==> config.mk <==
export PLATFORM = sky130hd
export DESIGN_NAME = wrse_front
export DESIGN_NICKNAME = d
export VERILOG_FILES = /design/src/rtl/wrse_pkg.sv /design/src/rtl/wrse_front.sv
export VERILOG_INCLUDE_DIRS = /design/src /design/src/rtl
export SDC_FILE = /design/constraint.sdc
export NUM_CORES = 1
export LEC_CHECK = 0
export BUFFER_PORTS_ARGS = -buffer_cell sky130_fd_sc_hd__buf_2
export CAP_MARGIN = 30
export CORE_MARGIN = 10
export CORE_UTILIZATION = 30
export CTS_BUF_LIST = sky130_fd_sc_hd__clkbuf_4
export DETAILED_ROUTE_END_ITERATION = 12
export PLACE_DENSITY = 0.53
export SYNTH_ARGS = -nofsm -noshare
export SYNTH_HDL_FRONTEND = slang
export SYNTH_SLANG_ARGS = --single-unit
export TNS_END_PERCENT = 20
==> constraint.sdc <==
create_clock -name clk -period 15.6 [get_ports clk]
set_input_delay 3.12 -clock clk [delete_from_list [all_inputs] [get_ports clk]]
set_output_delay 3.12 -clock clk [all_outputs]
set_load 0.005 [all_outputs]
==> src/rtl/weighted_range_sum_engine_assert.svh <==
// ----------------------------------------------------------------------------
// weighted range sum engine assertion macros
// shared property wrappers, clocked on clk and disabled in reset
// ----------------------------------------------------------------------------
`ifndef WEIGHTED_RANGE_SUM_ENGINE_ASSERT_SVH
`define WEIGHTED_RANGE_SUM_ENGINE_ASSERT_SVH

// same-cycle implication
`define WRSE_ASSERT_NOW(lbl, ant, cons, msg) \
	lbl: assert property (@(posedge clk) disable iff (!arst_n) (ant) |-> (cons)) \
		else $error(msg);

// next-cycle implication
`define WRSE_ASSERT_NEXT(lbl, ant, cons, msg) \
	lbl: assert property (@(posedge clk) disable iff (!arst_n) (ant) |=> (cons)) \
		else $error(msg);

`endif

==> src/rtl/wrse_pkg.sv <==
// ----------------------------------------------------------------------------
// wrse_pkg
// field widths, stream packing and request kinds of the weighted range sum engine
// ----------------------------------------------------------------------------
package wrse_pkg;

	localparam int ELEM_W     = 32;
	localparam int RANGE_W    = 11;
	localparam int SUM_W      = 64;
	localparam int S_TDATA_W  = 56;
	localparam int M_TDATA_W  = 64;
	localparam int ELEM_LSB   = 0;
	localparam int FIRST_LSB  = ELEM_LSB + ELEM_W;
	localparam int LAST_LSB   = FIRST_LSB + RANGE_W;
	localparam int QUEUE_DEPTH = 4;

	typedef enum logic {
		MODE_LOAD  = 1'b0,
		MODE_QUERY = 1'b1
	} mode_t;

endpackage

==> src/rtl/wrse_front.sv <==
// ----------------------------------------------------------------------------
// wrse_front
// accepts requests, validates queries, keeps running prefix sums
// ----------------------------------------------------------------------------
`include "weighted_range_sum_engine_assert.svh"

module wrse_front
	import wrse_pkg::*;
#(
	parameter int MAX_ELEMENTS = 1024,
	localparam int CW = $clog2(MAX_ELEMENTS + 1),
	localparam int PW = CW + 32,
	localparam int WW = 2 * CW + 31,
	localparam int EW = 2 + 2 * RANGE_W + CW + PW + WW
) (
	input  logic                 clk,
	input  logic                 arst_n,
	input  logic                 s_tvalid,
	output logic                 s_tready,
	input  logic [S_TDATA_W-1:0] s_tdata,
	input  logic                 s_tuser,
	input  logic                 q_full,
	output logic                 push,
	output logic [EW-1:0]        push_entry
);

	localparam int XW = (CW > RANGE_W) ? CW : RANGE_W;

	typedef struct packed {
		logic               is_query;
		logic               bad;
		logic [RANGE_W-1:0] first;
		logic [RANGE_W-1:0] last;
		logic [CW-1:0]      addr;
		logic [PW-1:0]      psum;
		logic [WW-1:0]      wsum;
	} entry_t;

	logic [CW-1:0]        count_q;
	logic signed [PW-1:0] psum_q;
	logic signed [WW-1:0] wsum_q;

	mode_t                mode;
	logic signed [31:0]   elem;
	logic [RANGE_W-1:0]   first;
	logic [RANGE_W-1:0]   last;
	logic                 accept;
	logic                 store_full;
	logic                 bad;
	logic                 load_ok;
	logic [CW-1:0]        count_next;
	logic signed [PW-1:0] psum_next;
	logic signed [CW+32:0] wprod;
	logic signed [WW-1:0] wsum_next;
	entry_t               entry;

	assign mode  = mode_t'(s_tuser);
	assign elem  = $signed(s_tdata[FIRST_LSB-1:ELEM_LSB]);
	assign first = s_tdata[LAST_LSB-1:FIRST_LSB];
	assign last  = s_tdata[LAST_LSB+RANGE_W-1:LAST_LSB];

	assign s_tready   = !q_full;
	assign accept     = s_tvalid && s_tready;
	assign store_full = (count_q == CW'(MAX_ELEMENTS));
	assign bad        = (first == '0) || (first > last) || (XW'(last) > XW'(count_q));
	assign load_ok    = accept && (mode == MODE_LOAD) && !store_full;

	assign count_next = count_q + 1'b1;
	assign psum_next  = psum_q + PW'(elem);
	assign wprod      = elem * $signed({1'b0, count_next});
	assign wsum_next  = wsum_q + WW'(wprod);

	always_comb begin
		entry.is_query = (mode == MODE_QUERY);
		entry.bad      = bad;
		entry.first    = first;
		entry.last     = last;
		entry.addr     = count_next;
		entry.psum     = psum_next;
		entry.wsum     = wsum_next;
	end

	assign push       = accept && ((mode == MODE_QUERY) || !store_full);
	assign push_entry = entry;

	always_ff @(posedge clk or negedge arst_n) begin
		if (!arst_n) begin
			count_q <= '0;
			psum_q  <= '0;
			wsum_q  <= '0;
		end else if (load_ok) begin
			count_q <= count_next;
			psum_q  <= psum_next;
			wsum_q  <= wsum_next;
		end
	end

	`WRSE_ASSERT_NOW(a_count_bound, 1'b1, count_q <= CW'(MAX_ELEMENTS), "element count overrun")
	`WRSE_ASSERT_NEXT(a_full_drop, accept && (mode == MODE_LOAD) && store_full,
		$stable(count_q) && $stable(psum_q), "load into full store changed state")

endmodule

# Yosys cells after proc, flatten, opt, wreduce, memory -nomap -nowiden

Cells that the tools add are included.
Widths: inputs -> output; s select.

Register bits: 107
Output and inout port bits: 133
Logic and storage cells: 21

Add/subtract/negate cells: 3
Multipliers: 1
$lt $le $gt $ge: 2
Equality and inequality tests: 1
Bitwise gates (word level): 1
Reductions and logical operators: 10

Operators with widths:

| operator              | number |
|---|---|
| $add 53x44->53        | 1 |
| $mul 32x12->44        | 1 |
| $add 43x32->43        | 1 |
| $gt 11x11->1          | 2 |
| $add 11x1->11 const B | 1 |
| $eq 11x11->1 const B  | 1 |
| $logic_not 11->1      | 1 |
| $logic_and 1x1->1     | 4 |
| $logic_or 1x1->1      | 3 |
| $logic_not 1->1       | 2 |
| $not 1->1             | 1 |

# Logic depth before layout (Yosys ltp)

Gate-level depths: netlist of run 1.

Depth in word-level cells: 4
Depth in mapped cells: 30
Mapped depth without buffers: 28

# Worst setup path before layout of run 1

OpenSTA, ideal clock, no wires.

Path kind: input port to output port
Start: input s_tdata[31]
End: output push_entry[47]
Arrival time: 8,539 ps
Setup slack: 3,941 ps
Stages on the path: 20
Path buffers: 2
Cells stage by stage: clkbuf_1 > nand2_1 > inv_1 > fa_1 > fa_1 > fa_1 > fa_1 > inv_1 > fa_1 > inv_1 > ha_1 > clkbuf_1 > a21o_1 > a21o_1 > a21oi_1 > o31ai_1 > a41oi_1 > o31ai_4 > a41oi_1 > xnor2_1

Longest elaborated chain between the ends: 2

Ends and longest elaborated chain:

| element         | line             | source |
|---|---|---|
| start, declared | wrse_front.sv:20 | `input logic [S_TDATA_W-1:0] s_tdata,` |
| $mul 32x12->44  | wrse_front.sv:70 | `assign wprod = elem * $signed({1'b0, count_next});` |
| $add 53x44->53  | wrse_front.sv:71 | `assign wsum_next = wsum_q + WW'(wprod);` |
| end, declared   | wrse_front.sv:24 | `output logic [EW-1:0] push_entry` |

No other way between the ends.

# Worst setup path in the final report of run 1

Start: input s_tdata[6]
End: output push_entry[48]

The elaborated chain is that of the path after synthesis.

==> results of run 1 <==
flip-flops by register name (all words and copies together), names as in the netlist:
signal	cells
psum_q	43
wsum_q	53
count_q	11
cell type report:
cell class	instances	area share, %
antenna	5	0.0523
clock buffer	10	0.314
clock inverter	6	0.173
inverter	453	7.11
multi-input combinational	1780	71.5
sequential	107	11.2
tap	959	5.02
timing repair buffer	209	4.63
worst max-delay path by stage:
stage | from | endpoint | cells after the start
4_1_cts | s_tdata[9] | push_entry[48] | 21
3_5_place_dp | s_tdata[9] | push_entry[48] | 21
3_3_place_gp | s_tdata[6] | push_entry[48] | 21
5_1_grt | s_tdata[6] | push_entry[49] | 22
2_1_floorplan | s_tdata[31] | push_entry[47] | 20
6_report | s_tdata[6] | push_entry[48] | 21
cell families (layout without fill, tap and decap cells):
group,Yosys count,in the layout
compound gates,331,331
xor+xnor,109,109
fa+ha+maj,561,561
buf+inv,591,678
flops,107,107
mux,51,51
other cells,0,5
simple gates,728,728
cells in the mapped netlist, types with 6 or more instances:
library cell and n:
inv_1 452, nand2_1 448, fa_1 385, ha_1 176, dfrtp_1 107, a21oi_1 98, clkbuf_1 97, xnor2_1 76
nor2b_1 74, a21o_1 59, nor2_1 53, mux2_2 51, o21ai_0 47, and2_1 31, xor2_1 30, nand4_1 27
buf_4 25, nand3_1 24, o21bai_1 18, nor3_1 16, a31oi_1 13, o21a_1 13, buf_2 11, and3_1 9
o21ai_1 9, o31ai_1 9, nand2b_1 8, nor4_1 8, a21boi_0 7, or3_1 7, a221oi_1 6, or2_2 6
worst max-delay path, cell delays in order:
cell and delay (ns):
buf_2 0.31, nand2_1 0.14, fa_1 0.55, inv_1 0.06, fa_1 0.55, fa_1 0.45
fa_1 0.50, inv_1 0.05, fa_1 0.47, inv_1 0.04, ha_1 0.37, and3_1 0.31
o211a_1 0.18, o31ai_1 0.18, a211oi_2 0.67, o2111ai_2 0.26, a2111oi_2 0.58, o21bai_1 0.16
a21oi_1 0.31, nor2_1 0.10, buf_2 0.14
routing by layer:
metal	up-vias	GRT usage, %
li1	7885	-
met1	8558	19.9
met4	8	2.70
met3	41	3.40
met2	318	25.9
met5	-	0
metrics by stage:
stage                     instances  hold WS (ns)  utilization, %
after floorplan                2478         0.450               -
after global placement         3507         0.465            32.6
after detailed placement       3507         0.470            32.6
after CTS                      3523         0.507            32.8
after global routing           3529         0.537            32.8
final                          3529         0.501            32.8
==> reports/summary.txt, run 1 <==
Compound-Gate Fraction of Synth Area: 10.2%
CP startpoint kind: input port
Fin. max-slew vios: 0
Reg clk slew, reported paths: 0.20 ns
Gate Count Post-Synth: 2478
Post-synthesis simple-gate area fraction: 15.0%
Reg2Reg Capture Point: wsum_q[48]
TritonCTS buffer count: 9
Largest net degree at the start of global routing: 62
XOR/XNOR Fraction of Synth Area: 4.44%
Die span in x: 291 um
Status: finished clean
Clock buffer depth: 2
Wire length on met3: 3390 um
Asr flop ratio synth: 100%
Clock Skew: 0.0381 ns
CTS tree: built
Initial Util: 30.2%
Number of synthesized flops with an enable pin: 0
Worst-margin pin slew: 1.01 ns
Area occupied by registers: 2680 um2
Router iterations before antenna repair: 5
CTS Hold Bufs: 0
Register area share after synthesis: 12.2%
Final setup violation count: 0
CP Max Fanout: 12
Netlist cell types: 79
Area occupied by multi-input gates: 17100 um2
Post-synthesis register bit count: 107
Vias in the first global route: 17700
Post-CTS setup buffer count: 0
Tcrit/Tclk final: 81.2%
DRC Markers: 0
Worst min path class: reg -> reg
Port Buf Inserts: 191
Largest family of logic cells by synthesized area: adder cells
# rows: 99
CTS H-tree lvls: 3
Mapped cell area: 22000 um2
Slew headroom: 32.2%
Drt wl/cell: 18.1 um
First-pass GRT wire length: 103000 um
Hold Startpoint: psum_q[42]
Primary FF master, synth: dfrtp_1
Initial antenna violation count: 7
Critical path class: in -> out
PnR worst setup slack: 2.94 ns
Die H: 291 um
RR Startpoint: count_q[0]
FMAX: 79.0 MHz
Adder-cell area share of the yosys netlist: 45.0%
Synth top area share: 35.0%
Post-route ant nets: 0
IO Pins: 194
Fill cells: 7773
Post-place instance area: 23800 um2
Reg2reg path depth: 24
Vias after detailed routing: 16800
Clock sinks: 107
RSZ-0062 raised after global routing: no
Worst Hold End: psum_q[42]
CP Data Arrival Time: 9.54 ns
Worst Hold Path Cells: 1
Top Metal Used: met5
Yosys top cell by area: fa_1
Mux contribution to synthesized area: 2.61%
Endpoint class of the critical path: output pin
Crit path required time: 12.48 ns
Commonest non-fill, non-tap cell in the layout: inv_1
Syn nets: 3100
CTS resizes: 0
Layout cell share with drive strength beyond 1: 12.7%
Root Buffer: clkbuf_4
WL met2: 31300 um
Final Hold Fails: 0
1st-iter DRT viols: 773
Final std cell area, no fill: 23900 um2
Routed wire length: 64000 um
Synth Warn #: 0
Routed vias/inst: 4.76
Global route overflow: 0
DP HPWL: 51600 um
Later-pin clock latency in the skew report: 0.65 ns
Area of the core: 72800 um2
Post-Place Worst Slack: 2.98 ns
Commonest non-fill, non-tap cells in the layout: inv_1 (452), nand2_1 (448), fa_1 (385)
Nets: 3182
Die Area: 84600 um2
Area delta synth->final: 8.60%
Max-Cap Viols: 0
Worst reg2reg setup slack: 7.22 ns
Total track usage: 15.3%
Setup TNS: 0 ns
Top post-synthesis cells by area: fa_1 (35%), dfrtp_1 (12%), ha_1 (10%), inv_1 (7.7%), nand2_1 (7.6%)
Syn Area/Cell: 8.89 um2
Metal1 wirelength: 28400 um
Final GP Congestion: 0.909
Final worst path period need: 12.66 ns
Power of run 1 is not shown: default switching activity piles up to over one toggle a cycle in this logic, so the estimate is an artifact.
==> run 2, diff against run 1 <==
--- a/config.mk
+++ b/config.mk
@@ -12,7 +12,7 @@
 export CORE_UTILIZATION = 30
 export CTS_BUF_LIST = sky130_fd_sc_hd__clkbuf_4
 export DETAILED_ROUTE_END_ITERATION = 12
-export PLACE_DENSITY = 0.53
+export PLACE_DENSITY = 0.54
 export SYNTH_ARGS = -nofsm -noshare
 export SYNTH_HDL_FRONTEND = slang
 export SYNTH_SLANG_ARGS = --single-unit
==> constraint.sdc (replaced) <==
create_clock -name clk -period 11.1 [get_ports clk]
set_input_delay 2.22 -clock clk [delete_from_list [all_inputs] [get_ports clk]]
set_output_delay 2.22 -clock clk [all_outputs]
set_load 0.005 [all_outputs]
==> run 2 against run 1 <==
  * Via count rose by 1.1%
  * Wire length down 0.18%
  * First-iteration DRC count increased by 9.2%
  * Critical path type is now reg -> out
  * Highest routed layer unchanged
  * Sequential share of layout area about the same
  * Largest cell class unchanged
  * Critical path depth up 2
==> reports/summary.txt, run 2 (synthesis gave the netlist of run 1 again) <==
Layout cell share with drive strength beyond 1: 13.0%
Post-place instance area: 23800 um2
Critical path class: reg -> out
Router iterations before antenna repair: 5
Drt wl/cell: 18.0 um
Status: finished clean
Most flop-heavy register: wsum_q
Fill cells: 7780
Commonest non-fill, non-tap cells in the layout: inv_1 (452), nand2_1 (448), fa_1 (385)
Reg clk slew, reported paths: 0.19 ns
Area of the core: 72800 um2
Hold Startpoint: psum_q[42]
# rows: 99
Post-route ant nets: 0
FMAX: 94.8 MHz
Die Area: 84600 um2
Vias after detailed routing: 17000
Max-Cap Viols: 0
Clock buffer depth: 2
Total track usage: 15.2%
Critical Path Source: count_q[0]
Initial antenna violation count: 12
Port Buf Inserts: 191
Regs by FF count: wsum_q: 53 flops, psum_q: 43 flops, count_q: 11 flops
Worst min path class: reg -> reg
DRC Markers: 0
Die H: 291 um
Crit path required time: 8.88 ns
Final worst path period need: 10.54 ns
CTS H-tree lvls: 3
Placed Cells: 3515
CP Data Arrival Time: 8.32 ns
Clock sinks: 107
RSZ-0062 raised after global routing: no
CP startpoint kind: flip-flop
Later-pin clock latency in the skew report: 0.63 ns
Final setup violation count: 0
Nets: 3192
TritonCTS buffer count: 9
Vias in the first global route: 17700
Setup TNS: 0 ns
Tcrit/Tclk final: 95.0%
Commonest non-fill, non-tap cell in the layout: inv_1
Die span in x: 291 um
Final std cell area, no fill: 24000 um2
Worst-margin pin slew: 1.03 ns
Fin. max-slew vios: 0
DP HPWL: 52400 um
Non-Filler Instances: 3543
CP Max Fanout: 17
Final GP Congestion: 0.869
Endpoint class of the critical path: output pin
Global route overflow: 0
Largest net degree at the start of global routing: 62
First-pass GRT wire length: 102000 um
RR Startpoint: count_q[0]
Area delta synth->final: 9.08%
Routed vias/inst: 4.80
Root Buffer: clkbuf_4
1st-iter DRT viols: 844
Clock Skew: 0.0249 ns
Routed wire length: 63800 um
IO Pins: 194
PnR worst setup slack: 0.557 ns
Initial Util: 30.2%
Final Hold Fails: 0
CTS Hold Bufs: 0
Post-Place Worst Slack: 0.429 ns
Slew headroom: 30.8%
CTS tree: built
Max reg flops: 53
-- run 2: cell type report --
type,count,area (um2),area share (%)
multi-input combinational,1780,17100,71.2
antenna,9,22.5,0.0938
inverter,453,1700,7.08
sequential,107,2680,11.1
clock inverter,6,40.0,0.167
tap,959,1200,5.00
clock buffer,10,75.1,0.313
timing repair buffer,219,1200,4.98
-- run 2: critical path, stage by stage, from the launching register on --
cell	delay (ns)
dfrtp_1	0.48
ha_1	0.28
nand3_1	0.22
xnor2_2	0.85
buf_4	0.42
nand2_1	0.12
fa_1	0.49
fa_1	0.52
inv_1	0.06
fa_1	0.51
fa_1	0.49
inv_1	0.04
fa_1	0.47
inv_1	0.04
ha_1	0.40
a21o_1	0.24
a21o_1	0.18
a21oi_1	0.21
o21ai_0	0.20
a31oi_1	0.54
nand2_1	0.24
a41oi_1	0.30
xnor2_1	0.21
buf_2	0.18
-- run 2: timing repair --
action / CTS / global route
pin swaps: 1 / 0
setup endpoints to repair: 1 / 13
resized for setup: 0 / 5
setup buffers: 2 / 0
cloned: 0 / 0
-- run 2: worst paths after layout --
check	endpoint	slack (ns)	cells after the start
setup / recovery	push_entry[40]	0.56	23
hold / removal	psum_q[42]	0.50	1
setup reg to reg	wsum_q[40]	3.27	23
hold reg to reg	psum_q[42]	0.50	1
max in group asynchronous	psum_q[36]	8.47	3
min in group asynchronous	wsum_q[9]	1.60	1
-- run 2: layer usage --
layer / track usage [%] / up-vias / routed length [um]
met4: 2.52 / 14 / 879
met3: 4.57 / 62 / 4670
met5: 0 / - / 92
met2: 25.9 / 378 / 31300
li1: - / 7920 / -
met1: 19.0 / 8615 / 26900
-- run 2: stage by stage --
step | hold WS (ns) | utilization, %
2_1_floorplan | 0.450 | -
3_3_place_gp | 0.465 | 32.7
3_5_place_dp | 0.468 | 32.7
4_1_cts | 0.505 | 32.9
5_1_grt | 0.540 | 33.0
6_report | 0.505 | 33.0
Power of run 2 is left out for the same reason.
==> run 3, diff against run 2 <==
==> constraint.sdc (replaced) <==
create_clock -name clk -period 11.1 [get_ports clk]
set_input_delay 1.11 -clock clk [delete_from_list [all_inputs] [get_ports clk]]
set_output_delay 1.11 -clock clk [all_outputs]
set_load 0.005 [all_outputs]
==> run 3 against run 2 <==
  * Register-to-register slack got worse by 0.47 ns
  * Critical endpoint is now push_entry[48]
  * Critical path type unchanged
  * Sequential cell count unchanged
  * Utilization decreased by 0.13 points
  * Cell area decreased by 0.38%
==> reports/summary.txt, run 3 (synthesis gave the netlist of run 1 again) <==
Vias after detailed routing: 16900
RSZ-0062 raised after global routing: no
Max-Cap Viols: 0
TritonCTS buffer count: 9
Critical Path Source: count_q[2]
First-pass GRT wire length: 102000 um
Nets: 3183
Clock sinks: 107
Global route overflow: 0
Routed vias/inst: 4.78
Final worst path period need: 10.03 ns
Post-CTS setup buffer count: 0
Layout cell share with drive strength beyond 1: 12.7%
Reg clk slew, reported paths: 0.24 ns
Router iterations before antenna repair: 5
Routed wire length: 63600 um
Die H: 291 um
CTS tree: built
DP HPWL: 52000 um
DRC Markers: 0
Largest net degree at the start of global routing: 105
Initial antenna violation count: 11
Commonest non-fill, non-tap cells in the layout: inv_1 (452), nand2_1 (448), fa_1 (385)
Regs by FF count: wsum_q: 53 flops, psum_q: 43 flops, count_q: 11 flops
Total track usage: 15.2%
Later-pin clock latency in the skew report: 0.63 ns
Worst-margin pin slew: 0.923 ns
Area delta synth->final: 8.66%
Clock buffer depth: 2
FMAX: 99.7 MHz
CP startpoint kind: flip-flop
Critical path class: reg -> out
Area of the core: 72800 um2
Drt wl/cell: 18.0 um
Final GP Congestion: 0.868
Port Buf Inserts: 191
Fin. max-slew vios: 0
Setup TNS: 0 ns
1st-iter DRT viols: 953
Most flop-heavy register: wsum_q
Post-route ant nets: 0
CP Data Arrival Time: 8.92 ns
IO Pins: 194
Vias in the first global route: 17900
Crit path required time: 9.99 ns
Final Hold Fails: 0
Commonest non-fill, non-tap cell in the layout: inv_1
# rows: 99
Reg2reg path depth: 25
Status: finished clean
CTS H-tree lvls: 3
RR Startpoint: count_q[2]
CP Max Fanout: 18
Worst min path class: in -> async
CTS Hold Bufs: 0
Final setup violation count: 0
Die Area: 84600 um2
Initial Util: 30.2%
Max reg flops: 53
Slew headroom: 38.4%
Clock Skew: 0.0368 ns
CTS resizes: 0
Endpoint class of the critical path: output pin
Root Buffer: clkbuf_4
Tcrit/Tclk final: 90.4%
Die span in x: 291 um
[run 3: final cells by class]
| class | count | area, um2 |
|---|---|---|
| Tap cell | 959 | 1200 |
| Timing Repair Buffer | 210 | 1130 |
| Clock inverter | 6 | 50.0 |
| Multi-Input combinational cell | 1780 | 17100 |
| Sequential cell | 107 | 2680 |
| Fill cell | 7749 | 48900 |
| Antenna cell | 4 | 10.0 |
| Inverter | 453 | 1700 |
| Clock buffer | 9 | 67.6 |
[run 3: worst paths after layout]
path | to | slack (ns)
max | push_entry[48] | 1.07
min | wsum_q[9] | 0.45
max reg2reg | wsum_q[48] | 2.80
min reg2reg | psum_q[42] | 0.50
max in group asynchronous | psum_q[39] | 9.45
min in group clk | psum_q[42] | 0.50
[run 3: stage by stage]
stage / cells / setup slack, ns / hold slack, ns / util, % / area (um2)
after detailed placement: 3508 / 1.76 / 0.470 / 32.7 / 23800
after global placement: 3507 / 1.81 / 0.464 / 32.6 / 23800
final: 3528 / 1.07 / 0.449 / 32.9 / 23900
after global routing: 3525 / 0.421 / 0.445 / 32.8 / 23900
after CTS: 3523 / 0.949 / 0.399 / 32.8 / 23900
after floorplan: 2478 / 3.46 / 0.450 / - / 22000
[run 3: critical path: stages, from the launching register on]
cell and delay, ns:
dfrtp_1 0.54, inv_1 0.12, nor3_2 0.31, nand3_1 0.23
nor3_1 0.43, nand3_1 0.19, xnor2_2 0.62, buf_4 0.38
nor2b_1 0.08, ha_1 0.29, fa_1 0.51, fa_1 0.45
fa_1 0.50, inv_1 0.05, fa_1 0.47, inv_1 0.04
ha_1 0.43, a21oi_1 0.15, o21ai_1 0.23, nor4_1 0.10
a211oi_2 0.62, o2111ai_2 0.28, a2111oi_2 0.57, o21bai_1 0.17
and3_4 0.22, nor2_1 0.14, buf_2 0.16
[run 3: layer usage]
metal | global-route usage (%) | wire [um]
met3 | 3.39 | 3830
met2 | 25.9 | 31000
met1 | 19.6 | 27700
met4 | 3.13 | 958
met5 | 0 | 103
Power of run 3 is left out for the same reason.
