==> src/rtl/weighted_range_sum_engine_assert.svh <==
// ----------------------------------------------------------------------------
// weighted range sum engine assertion macros
// shared property wrappers, clocked on clk and disabled in reset
// ----------------------------------------------------------------------------
`ifndef WEIGHTED_RANGE_SUM_ENGINE_ASSERT_SVH
`define WEIGHTED_RANGE_SUM_ENGINE_ASSERT_SVH

// same-cycle implication
`define WRSE_ASSERT_NOW(lbl, ant, cons, msg) \
	lbl: assert property (@(posedge clk) disable iff (!arst_n) (ant) |-> (cons)) \
		else $error(msg);

// next-cycle implication
`define WRSE_ASSERT_NEXT(lbl, ant, cons, msg) \
	lbl: assert property (@(posedge clk) disable iff (!arst_n) (ant) |=> (cons)) \
		else $error(msg);

`endif

==> src/rtl/wrse_pkg.sv <==
// ----------------------------------------------------------------------------
// wrse_pkg
// field widths, stream packing and request kinds of the weighted range sum engine
// ----------------------------------------------------------------------------
package wrse_pkg;

	localparam int ELEM_W     = 32;
	localparam int RANGE_W    = 11;
	localparam int SUM_W      = 64;
	localparam int S_TDATA_W  = 56;
	localparam int M_TDATA_W  = 64;
	localparam int ELEM_LSB   = 0;
	localparam int FIRST_LSB  = ELEM_LSB + ELEM_W;
	localparam int LAST_LSB   = FIRST_LSB + RANGE_W;
	localparam int QUEUE_DEPTH = 4;

	typedef enum logic {
		MODE_LOAD  = 1'b0,
		MODE_QUERY = 1'b1
	} mode_t;

endpackage

==> src/rtl/wrse_queue.sv <==
// ----------------------------------------------------------------------------
// wrse_queue
// short fifo that decouples request classification from execution
// ----------------------------------------------------------------------------
`include "weighted_range_sum_engine_assert.svh"

module wrse_queue
	import wrse_pkg::*;
#(
	parameter int WIDTH = 8
) (
	input  logic             clk,
	input  logic             arst_n,
	input  logic             push,
	input  logic [WIDTH-1:0] push_entry,
	output logic             full,
	input  logic             pop,
	output logic             not_empty,
	output logic [WIDTH-1:0] head_entry
);

	localparam int PTR_W = $clog2(QUEUE_DEPTH);
	localparam int CNT_W = $clog2(QUEUE_DEPTH + 1);

	logic [WIDTH-1:0] entries_q [QUEUE_DEPTH];
	logic [PTR_W-1:0] wr_ptr_q;
	logic [PTR_W-1:0] rd_ptr_q;
	logic [CNT_W-1:0] count_q;
	logic             do_push;
	logic             do_pop;

	assign full       = (count_q == CNT_W'(QUEUE_DEPTH));
	assign not_empty  = (count_q != '0);
	assign head_entry = entries_q[rd_ptr_q];
	assign do_push    = push && !full;
	assign do_pop     = pop && not_empty;

	always_ff @(posedge clk or negedge arst_n) begin
		if (!arst_n) begin
			wr_ptr_q <= '0;
			rd_ptr_q <= '0;
			count_q  <= '0;
		end else begin
			if (do_push) begin
				wr_ptr_q <= wr_ptr_q + 1'b1;
			end
			if (do_pop) begin
				rd_ptr_q <= rd_ptr_q + 1'b1;
			end
			if (do_push && !do_pop) begin
				count_q <= count_q + 1'b1;
			end else if (do_pop && !do_push) begin
				count_q <= count_q - 1'b1;
			end
		end
	end

	always_ff @(posedge clk) begin
		if (do_push) begin
			entries_q[wr_ptr_q] <= push_entry;
		end
	end

	`WRSE_ASSERT_NOW(a_queue_bound, 1'b1, count_q <= CNT_W'(QUEUE_DEPTH), "queue overfilled")
	`WRSE_ASSERT_NOW(a_push_room, push, !full, "push into full queue")

endmodule

==> config.mk <==
export PLATFORM = sky130hd
export DESIGN_NAME = wrse_queue
export DESIGN_NICKNAME = d
export VERILOG_FILES = /design/src/rtl/wrse_pkg.sv /design/src/rtl/wrse_queue.sv
export VERILOG_INCLUDE_DIRS = /design/src /design/src/rtl
export SDC_FILE = /design/constraint.sdc
export NUM_CORES = 1
export LEC_CHECK = 0
export BUFFER_PORTS_ARGS = -buffer_cell sky130_fd_sc_hd__buf_2
export CAP_MARGIN = 20
export CORE_ASPECT_RATIO = 0.7
export CORE_MARGIN = 3
export CORE_UTILIZATION = 27
export CTS_CLUSTER_SIZE = 10
export DETAILED_ROUTE_END_ITERATION = 12
export HOLD_SLACK_MARGIN = 0.05
export PLACE_DENSITY = 0.54
export SETUP_SLACK_MARGIN = 0.05
export SLEW_MARGIN = 5
export SYNTH_ARGS = -nofsm -noshare
export SYNTH_HDL_FRONTEND = slang
export SYNTH_SLANG_ARGS = --single-unit
export TNS_END_PERCENT = 5
==> constraint.sdc <==
create_clock -name clk -period 3.95 [get_ports clk]
set_input_delay 0.395 -clock clk [delete_from_list [all_inputs] [get_ports clk]]
set_output_delay 0.395 -clock clk [all_outputs]
set_load 0.01 [all_outputs]
Word-level counts from Yosys, hierarchy flattened. Memories as Yosys holds them, arrays and structs flattened. Cells that the tools add are included.

Word-level logic and storage cells: 22. Register bits: 7. Output and inout port bits: 10. Bits in writable memories: 32. Memories: 1. Input port bits: 12.

Memories: entries_q (depth 4, bits a word 8, rd ports 1, clocked after Yosys merged registers in 0, wr ports 1, RTL line wrse_queue.sv:25) `logic [WIDTH-1:0] entries_q [QUEUE_DEPTH];`.

Reduce and logical (&&, ||, !) cells: 9. Eq/ne operators: 1. Muxes and demuxes: 4. Add/sub/neg operators: 4.

Operator list (count): 2-to-1 mux 3 bit (2); adder 2 x 1 -> 2 bit, second input constant (2); logical AND 1 bit (4); adder 3 x 1 -> 3 bit, second input constant (1); equality test 3 bit, second input constant (1); logical NOT 1 bit (3); nonzero test 3 bit (1); subtractor 3 x 1 -> 3 bit, second input constant (1); 2-to-1 mux 1 bit (2); nonzero test 2 bit (1).

Longest topological paths before layout. Gate-level depths: netlist (run 1).

Depth after elaboration: 7. Depth in mapped cells: 9. Gate-level depth less buffers: 8.

Least setup slack after synthesis (run 1). Ideal clock, no wire load.

Path kind: register to register. From: register count_q[1]. To: register count_q[2]. Data arrival time: 1922 ps. Data required time: 3871 ps. Stages on the path, launching flop included: 9. Period minus slack after synthesis: 2001 ps. Setup time: 79 ps. Path slack: 1949 ps. Path through: dfrtp_1 > or3_4 > nand2_1 > ha_1 > inv_1 > fa_1 > xor2_1 > nor2_1 > xor2_1.

Elaborated cells on any way between the ends: 14. Classes of those cells: 2 x add/sub; 1 x eq/ne; 2 x mux; 9 x reduce/logical.

RTL lines: start, declared (RTL line wrse_queue.sv:28) `logic [CNT_W-1:0] count_q;`; start signal, assigned (RTL line wrse_queue.sv:51) `count_q <= count_q + 1'b1;`; start signal, assigned (RTL line wrse_queue.sv:53) `count_q <= count_q - 1'b1;`; nonzero test 3 bit * (RTL line wrse_queue.sv:33) `assign not_empty = (count_q != '0);`; net not_empty (RTL line wrse_queue.sv:18) `output logic not_empty,`; logical AND 1 bit * (RTL line wrse_queue.sv:36) `assign do_pop = pop && not_empty;`; logical NOT 1 bit (RTL line wrse_queue.sv:50) `if (do_push && !do_pop) begin`; logical AND 1 bit (RTL line wrse_queue.sv:50); 2-to-1 mux 3 bit or nonzero test 2 bit (tied branches).

The timed path passes the listed nets; every way through them passes the cells marked *. The select of a mux whose other input is x is not followed. A chain may end at the register's enable or synchronous reset.

Final worst setup path (run 1).
From: register rd_ptr_q[0]. To: output head_entry[2].

Cells in the longest elaborated chain, start to end: 1.

Ends and longest elaborated chain: start, declared (RTL line wrse_queue.sv:27) `logic [PTR_W-1:0] rd_ptr_q;`; start signal, assigned (RTL line wrse_queue.sv:48) `rd_ptr_q <= rd_ptr_q + 1'b1;`; memory (4 x 8 bit); end, declared (RTL line wrse_queue.sv:19) `output logic [WIDTH-1:0] head_entry`.

Every way passes these cells.

==> metrics.cfg, run 1 <==
[logic_synthesis]
ys_top_cells_by_area = sky130_fd_sc_hd__edfxtp_1 60%, sky130_fd_sc_hd__mux4_2 11%, sky130_fd_sc_hd__dfrtp_1 11%
ys_seq_elements = 39
synth_top_cell_area_share = 0.6042
synthesized_instance_count = 77
yosys_most_used_dff = sky130_fd_sc_hd__edfxtp_1
synth-warning-count = 0
async_flop_share = 0.1795
post-synth-top-area-cell = sky130_fd_sc_hd__edfxtp_1
syn-num-nets = 95
synth_sequential_area_ratio = 0.7144
netlist-cell-type-count = 20
syn-cell-area_sq_um = 1590
synth-edff-count = 32
post_synth.cell_area_avg_sq_um = 20.65

[power]
total_switching_power_uw = 419.5
cell_internal_pwr_uw = 971.1
vdd.ir_drop.worst_mv = 0.1758
power.static_leakage_uw = 0.0006943
power.switching_fraction = 0.3017
seq_power_share = 0.471
p_per_area_nw_per_um2 = 736.5
share_clk_of_total_power = 0.234
pwr-share-comb = 0.295

[critical_path]
rr_worst_depth = 8
crit_path_top_delay_cell = sky130_fd_sc_hd__dfrtp_1
reg2reg_slack_ns = 1.86
worst-path-max-fanout = 10
critical_path.reg2reg.startpoint = count_q[1]
data_required_time_at_the_worst_endpoint_ns = 3.56
crit_path_max_incr_delay_ns = 0.75
startpoint_type = register
r2r-end = count_q[2]
path_cells = mux4_2, buf_2
worstSetupEndpointType = primary output
cp_data_arrival_time_ns = 1.78
critical_path_class = register to primary output

[drt]
detail_route.wl_per_cell_um = 14.90
remaining_drc_errors = 0
drt_wl_total_um = 2623
firstDrtPassIters = 2
detail_route.iter0.violations = 18
num_vias = 760
postRouteAntennaNets = 0
viasPerCell = 4.318

[cells_and_area]
num_antenna_cells = 0
flow.area_growth_from_synthesis_pct = 18.73
fillCellCount = 521
layout.area.seq_sq_um = 1136
multiInputGateArea_sq_um = 422.9
share_of_final_layout_standard_cells_stronger_than_drive_strength_1 = 0.4423
layout.nets = 121

[die]
die-height_um = 70.21
io_pins = 22
floorplan.initialDensity = 0.2918
die-width_um = 97.73
die-area_sq_um = 6862
core-area_sq_um = 5450
row_count = 22

[cts]
cts.path.max_buffers = 2
clock_latency_reported_for_the_late_side_of_the_worst_skew_pair_ns = 0.29
cts_made_buffers = 5
cts_tree = yes
post-cts-setup-buffers = 0
clk_root_buffer_cell = sky130_fd_sc_hd__clkbuf_8
clk_transition_reported_paths_ns = 0.08
numClockSinks = 39
cts_max_level = 2

[timing]
slew_headroom = 0.5813
setup-violations-final = 0
holdWs_ns = 0.3216
tightest_slew_ns = 0.6281
worst_clock_skew_ns = 0.004504
min_period_ns = 2.173
fmax_mhz = 460.2
final.period_utilization = 0.5502
grt_setup_unrepaired = false
hold_violations = 0
setup_slack_ns = 1.777
report.final.slew_viol_count = 0
totalNegativeSetupSlack_ns = 0

[run_status]
run_status = finished clean

[grt]
use_met1 = 0.09765
top_usage_layer = met2
groute.layer.met3.usage = 0.03293
grt_pass1_vias = 843
maximum_number_of_pins_on_one_net_before_global_route_repair = 14
groute.usage.overall = 0.08552
first_pass_grt_wire_length_um = 4278
grt-ovfl-total = 0
grtUsageMet2 = 0.1397
antenna_found_initial = 0

[worst_hold_path]
hold_path_end = entries_q[0][0]
startpoint_of_the_tightest_hold_check_path = push_entry[0]
cell_depth_of_the_worst_min_delay_path = 1
worstHoldPathType = input port to register

[placement]
number_of_buffer_cells_added_on_primary_ports = 21
place_worst_setup_slack_ns = 1.857
gp_congestion = 0.6883

[run]
number_of_violations_of_the_max_capacitance_limit = 0

-- final cells by class --
class | count | area share
Sequential cell | 39 | 0.6017
Inverter | 3 | 0.005964
Clock buffer | 5 | 0.03645
Timing Repair Buffer | 22 | 0.06097
Multi-Input combinational cell | 32 | 0.2240
Clock inverter | 3 | 0.02319
Tap cell | 72 | 0.04771
-- through the flow --
stage | cells | area, sq um | utilization | total power (uW)
floorplan | 77 | 1590 | - | 947.4
global placement | 167 | 1765 | 0.3239 | 1062
finish | 176 | 1888 | 0.3464 | 1391
detailed placement | 167 | 1765 | 0.3239 | 1089
CTS | 176 | 1888 | 0.3464 | 1417
global route | 176 | 1888 | 0.3464 | 1482
-- layout by cell type, fill, tap and decap left out --
cell / synthesis / final
sky130_fd_sc_hd__edfxtp_1: 32 / 32
sky130_fd_sc_hd__buf_2: 1 / 21
sky130_fd_sc_hd__mux4_2: 8 / 8
sky130_fd_sc_hd__dfrtp_1: 7 / 7
sky130_fd_sc_hd__ha_1: 5 / 5
sky130_fd_sc_hd__clkbuf_8: 0 / 5
sky130_fd_sc_hd__and2_2: 4 / 4
sky130_fd_sc_hd__xnor2_1: 4 / 4
sky130_fd_sc_hd__inv_1: 3 / 3
sky130_fd_sc_hd__xor2_1: 2 / 2
sky130_fd_sc_hd__nor3b_4: 1 / 1
sky130_fd_sc_hd__nor2b_2: 1 / 1
sky130_fd_sc_hd__or3_4: 1 / 1
sky130_fd_sc_hd__nand2_1: 1 / 1
sky130_fd_sc_hd__mux2_2: 1 / 1
sky130_fd_sc_hd__mux2_4: 1 / 1
sky130_fd_sc_hd__nand3_1: 1 / 1
sky130_fd_sc_hd__nor2_1: 1 / 1
sky130_fd_sc_hd__fa_1: 1 / 1
sky130_fd_sc_hd__clkinv_4: 0 / 1
sky130_fd_sc_hd__bufinv_16: 0 / 1
sky130_fd_sc_hd__clkinv_2: 0 / 1
sky130_fd_sc_hd__dlygate4sd3_1: 0 / 1
-- how the worst max path moves through the flow --
stage / start / endpoint / depth (start not counted)
after floorplan: count_q[1] / count_q[2] / 8
after global placement: count_q[1] / count_q[2] / 8
after detailed placement: count_q[0] / count_q[2] / 8
after CTS: rd_ptr_q[0] / head_entry[2] / 2
after global routing: rd_ptr_q[0] / head_entry[3] / 2
final: rd_ptr_q[0] / head_entry[2] / 2
-- repair_timing --
item	4_1_cts	5_1_grt
resized for setup	0	0
hold buffers	1	0
hold endpoints to repair	7	0
-- cell families (layout without fill, tap and decap cells) --
group | count (synthesis) | in the layout | share of synthesized area
flip-flops | 39 | 39 | 0.7144
multiplexers | 10 | 10 | 0.1298
AND/OR/NAND/NOR | 10 | 10 | 0.05114
XOR/XNOR | 6 | 6 | 0.03304
adder cells (fa/ha/maj) | 6 | 6 | 0.05193
buffers and inverters | 6 | 33 | 0.01966
-- cell usage after synthesis, types with 2 or more instances --
master                     count
sky130_fd_sc_hd__xor2_1        2
sky130_fd_sc_hd__xnor2_1       4
sky130_fd_sc_hd__ha_1          5
sky130_fd_sc_hd__mux4_2        8
sky130_fd_sc_hd__and2_2        4
sky130_fd_sc_hd__inv_1         3
sky130_fd_sc_hd__dfrtp_1       7
sky130_fd_sc_hd__edfxtp_1     32
-- power groups by stage --
stage          Clock [uW]  Sequential [uW]  Combinational, uW
5_1_grt               352              678                452
3_5_place_dp            0              672                417
2_1_floorplan           0              604                343
4_1_cts               332              663                422
3_3_place_gp            0              660                403
6_report              325              656                410
-- sequential cells by signal, summed over array words and instances, names as in the netlist --
register   count
entries_q     32
count_q        3
rd_ptr_q       2
wr_ptr_q       2
-- worst max-delay path: cells and delay by family, from the launching register on --
family / cells / cell delay (ns)
flops: 1 / 0.75
buf+inv: 1 / 0.16
mux: 1 / 0.59
-- routing by layer --
metal,part of all wire,up-vias
met3,0.047,5
li1,-,344
met1,0.40,394
met2,0.53,17
met5,0,-
met4,0.018,0
Power figures use the tool's default switching activity.
==> inputs of run 2 (changes only) <==
- ABC_AREA: unset -> 1
- PLACE_DENSITY: 0.54 -> 0.53
- clock period: 3.95 -> 2.2 ns (I/O delays scaled with it)
==> metrics.cfg, run 2 <==
[run_status]
run_status = finished clean

[logic_synthesis]
yosys_most_used_dff = sky130_fd_sc_hd__edfxtp_1
netlist-cell-type-count = 17
post-synth-top-count-cell = sky130_fd_sc_hd__nand2_1
post-synth-top-area-cell = sky130_fd_sc_hd__edfxtp_1
async_flop_share = 0.1795
netlist_top_cells_count = 40 x sky130_fd_sc_hd__nand2_1, 32 x sky130_fd_sc_hd__edfxtp_1, 31 x sky130_fd_sc_hd__inv_1
synth-warning-count = 0
ys_seq_elements = 39
syn-cell-area_sq_um = 1733
synth-edff-count = 32
syn-num-nets = 171
ys_top_cells_by_area = sky130_fd_sc_hd__edfxtp_1 55%, sky130_fd_sc_hd__dfrtp_1 10%, sky130_fd_sc_hd__nand2_1 8.7%
synth_top_cell_area_share = 0.5545
post_synth.cell_area_avg_sq_um = 11.33
synth_sequential_area_ratio = 0.6556
synthesized_instance_count = 153

[cells_and_area]
finalCoreUtilization = 0.3434
largest_register_ff_count = 32
layout.nets = 200
top_regs = entries_q (32), count_q (3)
fillCellCount = 607
share_of_final_layout_standard_cells_stronger_than_drive_strength_1 = 0.1967
flow.area_growth_from_synthesis_pct = 18.05
largest_register = entries_q
mostFrequentLayoutCells = 40 x sky130_fd_sc_hd__nand2_1, 32 x sky130_fd_sc_hd__edfxtp_1, 31 x sky130_fd_sc_hd__inv_1
final_common_cell = sky130_fd_sc_hd__nand2_1
num_antenna_cells = 0

[critical_path]
critical_path_class = register to register
worst_setup_path_startpoint = count_q[0]
data_required_time_at_the_worst_endpoint_ns = 2.36
worstSetupEndpointType = register
critical_path.reg2reg.startpoint = count_q[0]
cp_data_arrival_time_ns = 2.10
startpoint_type = register
worst-path-max-fanout = 7

[die]
die-height_um = 73.03
io_pins = 22
floorplan.initialDensity = 0.2909
core-area_sq_um = 5957
die-area_sq_um = 7431
row_count = 23
die-width_um = 101.8

[worst_hold_path]
startpoint_of_the_tightest_hold_check_path = push_entry[5]
worstHoldPathType = input port to register

[timing]
tightest_slew_ns = 0.5078
worst_clock_skew_ns = 0.005749
min_period_ns = 1.943
setup-violations-final = 0
final.period_utilization = 0.8830
fmax_mhz = 514.8
report.final.slew_viol_count = 0
grt_setup_unrepaired = false
totalNegativeSetupSlack_ns = 0
slew_headroom = 0.6610
setup_slack_ns = 0.2575
hold_violations = 0

[cts]
post_cts_hold_buffer_count = 1
cts_repair_resize_count = 0
cts_max_level = 2
clk_root_buffer_cell = sky130_fd_sc_hd__clkbuf_8
numClockSinks = 39
post-cts-setup-buffers = 0
cts_made_buffers = 5
cts_tree = yes
clock_latency_reported_for_the_late_side_of_the_worst_skew_pair_ns = 0.28
cts.path.max_buffers = 2
clk_transition_reported_paths_ns = 0.07

[grt]
grt_pass1_vias = 1031
groute.usage.overall = 0.09404
grt-ovfl-total = 0
maximum_number_of_pins_on_one_net_before_global_route_repair = 34
first_pass_grt_wire_length_um = 5099
antenna_found_initial = 0

[drt]
drt_wl_total_um = 3120
viasPerCell = 4.159
postRouteAntennaNets = 0
detail_route.iter0.violations = 37
num_vias = 1073
firstDrtPassIters = 4
remaining_drc_errors = 0
detail_route.wl_per_cell_um = 12.09

[placement]
place_worst_setup_slack_ns = 0.2464
number_of_buffer_cells_added_on_primary_ports = 21
gp_congestion = 0.7166
dpl.hpwl_um = 2206

[power]
power.static_leakage_uw = 0.0009182
vdd.ir_drop.worst_mv = 0.3794
p_per_area_nw_per_um2 = 1296
post-layout-total-power_uw = 2650

[run]
number_of_violations_of_the_max_capacitance_limit = 0

-- run 2: changes by cell type in the layout (fill, tap and decap cells not counted), sizes merged, moves of 3 or more --
cell and change:
nand2 +40, inv +30, o211ai +16, mux4 -8, nand3 +6, and2 -4
buf +4, nor2 +3, xnor2 -3
-- run 2: layout make-up --
type                       count  area, sq um  area share
clock buffer                   6        82.58     0.04037
clock inverter                 2        35.03     0.01713
inverter                      33        123.9     0.06055
multi-input combinational     77        429.2      0.2098
sequential                    39         1136      0.5554
tap                           75        93.84     0.04587
timing repair buffer          26        145.1     0.07095
-- run 2: metrics by stage --
step | hold WS (ns) | area [sq um] | cells
after floorplan | -0.07559 | 1733 | 153
after global placement | 0.06796 | 1918 | 249
after detailed placement | 0.06952 | 1918 | 249
after CTS | 0.1324 | 2046 | 258
after global routing | 0.1332 | 2046 | 258
final | 0.1471 | 2046 | 258
-- run 2: final timing paths --
check	endpoint	slack [ns]	cells after the start
worst max-delay path	count_q[1]	0.26	9
worst min-delay path	entries_q[1][5]	0.15	1
worst max register to register	count_q[1]	0.26	9
worst min register to register	count_q[2]	0.51	2
max in group asynchronous	wr_ptr_q[1]	1.74	2
min in group asynchronous	rd_ptr_q[0]	0.29	2
-- run 2: per-layer routing --
metal | up-vias | wire length, um | track usage
met2 | 26 | 1465 | 0.1486
met1 | 482 | 1470 | 0.1197
met4 | 0 | 61 | 0.04867
li1 | 560 | - | -
met5 | - | 0 | 0
met3 | 5 | 122 | 0.02388
-- run 2: cell families after synthesis --
family	after synthesis	share of synthesized area
compound gates	17	0.07220
xor+xnor	1	0.005055
fa+ha+maj	6	0.04765
buf+inv	37	0.09675
flops	39	0.6556
simple gates	53	0.1227
-- run 2: critical path, stage by stage, from the launching register on --
cell	delay [ns]
sky130_fd_sc_hd__dfrtp_1	0.42
sky130_fd_sc_hd__inv_1	0.09
sky130_fd_sc_hd__nand3_1	0.18
sky130_fd_sc_hd__nand2_2	0.19
sky130_fd_sc_hd__inv_1	0.06
sky130_fd_sc_hd__ha_1	0.20
sky130_fd_sc_hd__inv_1	0.09
sky130_fd_sc_hd__fa_1	0.42
sky130_fd_sc_hd__nand2_1	0.07
sky130_fd_sc_hd__o21ai_0	0.09
-- run 2: report_power, final --
| group | total (uW) | switching, uW | internal, uW |
|---|---|---|---|
| Clock | 604 | 237 | 367 |
| Combinational | 946 | 594 | 352 |
| Sequential | 1100 | 107 | 993 |
==> inputs of run 3 (changes only) <==
- ABC_CLOCK_PERIOD_IN_PS: unset -> 2200
- CORE_UTILIZATION: 27 -> 25
- PLACE_DENSITY: 0.53 -> 0.51
==> metrics.cfg, run 3 (same netlist as run 2, synthesis figures left out) <==
[timing]
setup-violations-final = 0
report.final.slew_viol_count = 0
hold_violations = 0
min_period_ns = 1.849
worst_clock_skew_ns = 0.008253
fmax_mhz = 540.9
slew_headroom = 0.6574
holdWs_ns = 0.1353
final.period_utilization = 0.8403
grt_setup_unrepaired = false
totalNegativeSetupSlack_ns = 0
tightest_slew_ns = 0.5132

[grt]
maximum_number_of_pins_on_one_net_before_global_route_repair = 34
use_met1 = 0.1046
groute.layer.met3.usage = 0.02371
grt-ovfl-total = 0
groute.usage.overall = 0.08382
top_usage_layer = met2
grtUsageMet2 = 0.1321
first_pass_grt_wire_length_um = 4912
grt_pass1_vias = 983
antenna_found_initial = 0

[die]
core-area_sq_um = 6456
floorplan.initialDensity = 0.2684
io_pins = 22
die-height_um = 75.66
die-width_um = 105.5
die-area_sq_um = 7982
row_count = 24

[power]
power.switching_fraction = 0.3809
vdd.ir_drop.worst_mv = 0.4653
cell_internal_pwr_uw = 1563
seq_power_share = 0.437
power.static_leakage_uw = 0.0008971
share_clk_of_total_power = 0.192
p_per_area_nw_per_um2 = 1239
total_switching_power_uw = 961.3
pwr-share-comb = 0.372

[cells_and_area]
share_of_final_layout_standard_cells_stronger_than_drive_strength_1 = 0.1967
layout.nets = 200
largest_register = entries_q
flow.area_growth_from_synthesis_pct = 17.54
finalCoreUtilization = 0.3155
fin_area_sq_um = 2037
fillCellCount = 677
num_antenna_cells = 0
top_regs = entries_q (32), count_q (3)
largest_register_ff_count = 32
final_common_cell = sky130_fd_sc_hd__nand2_1
final_cell_count_no_fill = 274
mostFrequentLayoutCells = 40 x sky130_fd_sc_hd__nand2_1, 32 x sky130_fd_sc_hd__edfxtp_1, 31 x sky130_fd_sc_hd__inv_1

[cts]
clk_root_buffer_cell = sky130_fd_sc_hd__clkbuf_8
post-cts-setup-buffers = 0
numClockSinks = 39
cts_made_buffers = 5
cts_repair_resize_count = 0
cts.path.max_buffers = 2
clock_latency_reported_for_the_late_side_of_the_worst_skew_pair_ns = 0.30
cts_tree = yes
cts_max_level = 2
post_cts_hold_buffer_count = 1
clk_transition_reported_paths_ns = 0.08

[critical_path]
cp_data_arrival_time_ns = 2.04
rr_worst_depth = 9
data_required_time_at_the_worst_endpoint_ns = 2.39
reg2reg_slack_ns = 0.35
path_cells = inv_1, nand3_1, nand2_2, inv_1, ha_1, inv_1, fa_1, nand2_1, o21ai_0
startpoint_type = register
worstSetupEndpointType = register
critPathMostFrequentCell = sky130_fd_sc_hd__inv_1
critical_path_class = register to register
r2r-end = count_q[1]
crit_path_top_delay_cell = sky130_fd_sc_hd__dfrtp_1
critical_path.reg2reg.startpoint = count_q[1]
worst-path-max-fanout = 7
crit_path_max_incr_delay_ns = 0.41

[placement]
dpl.hpwl_um = 2128
number_of_buffer_cells_added_on_primary_ports = 21
gp_congestion = 0.6888
placement.cell_area_sq_um = 1938
dpl.cell_count = 265

[drt]
remaining_drc_errors = 0
viasPerCell = 3.869
postRouteAntennaNets = 0
firstDrtPassIters = 4
detail_route.iter0.violations = 63
detail_route.wl_per_cell_um = 11.35
num_vias = 1060
drt_wl_total_um = 3111

[run]
number_of_violations_of_the_max_capacitance_limit = 0

[worst_hold_path]
hold_path_end = entries_q[0][1]
startpoint_of_the_tightest_hold_check_path = push_entry[1]
worstHoldPathType = input port to register
cell_depth_of_the_worst_min_delay_path = 1

[run_status]
run_status = finished clean

## run 3: changes by cell type in the layout (fill, tap and decap cells not counted), sizes merged
cell | before | now
clkinvlp | 0 | 2
bufinv | 1 | 0
clkbuf | 6 | 5
## run 3: worst max-delay path, delay by kind of cell, from the launching register on
kind                     cells  cell delay [ns]
AO/OA/AOI/OAI                1             0.07
adder cells (fa/ha/maj)      2             0.61
buffers and inverters        3             0.25
flip-flops                   1             0.41
AND/OR/NAND/NOR              3             0.40
## run 3: final cells by class
cell class                      count  area [sq um]  area share
Clock buffer                        5         68.82     0.03378
Clock inverter                      3         20.02    0.009828
Inverter                           33         123.9     0.06081
Multi-Input combinational cell     77         429.2      0.2107
Sequential cell                    39          1136      0.5577
Tap cell                           91         113.9     0.05590
Timing Repair Buffer               26         145.1     0.07125
## run 3: stage by stage
step | total power, uW | setup slack, ns
global placement | 2078 | 0.3865
detailed placement | 2084 | 0.3238
CTS | 2574 | 0.3285
floorplan | 1801 | 0.4726
finish | 2524 | 0.3513
global route | 2748 | 0.1709
## run 3: layer usage
metal	vias to the layer above	wire length, um
met4	0	57
li1	557	-
met3	5	184
met1	475	1480
met5	-	0
met2	23	1389
## run 3: power by group through the flow
stage,combinational [uW],sequential (uW),clock [uW]
6_report,938,1100,484
5_1_grt,1090,1120,529
4_1_cts,965,1110,504
3_5_place_dp,966,1120,0
3_3_place_gp,956,1120,0
2_1_floorplan,729,1070,0
## run 3: worst max-delay path by stage
stage | slack [ns] | cells past startpoint | from | to
detailed placement | 0.32 | 9 | count_q[0] | count_q[1]
global placement | 0.39 | 11 | count_q[0] | count_q[2]
finish | 0.35 | 9 | count_q[1] | count_q[1]
global route | 0.17 | 11 | count_q[0] | count_q[2]
CTS | 0.33 | 9 | count_q[0] | count_q[1]
floorplan | 0.47 | 10 | count_q[0] | count_q[2]
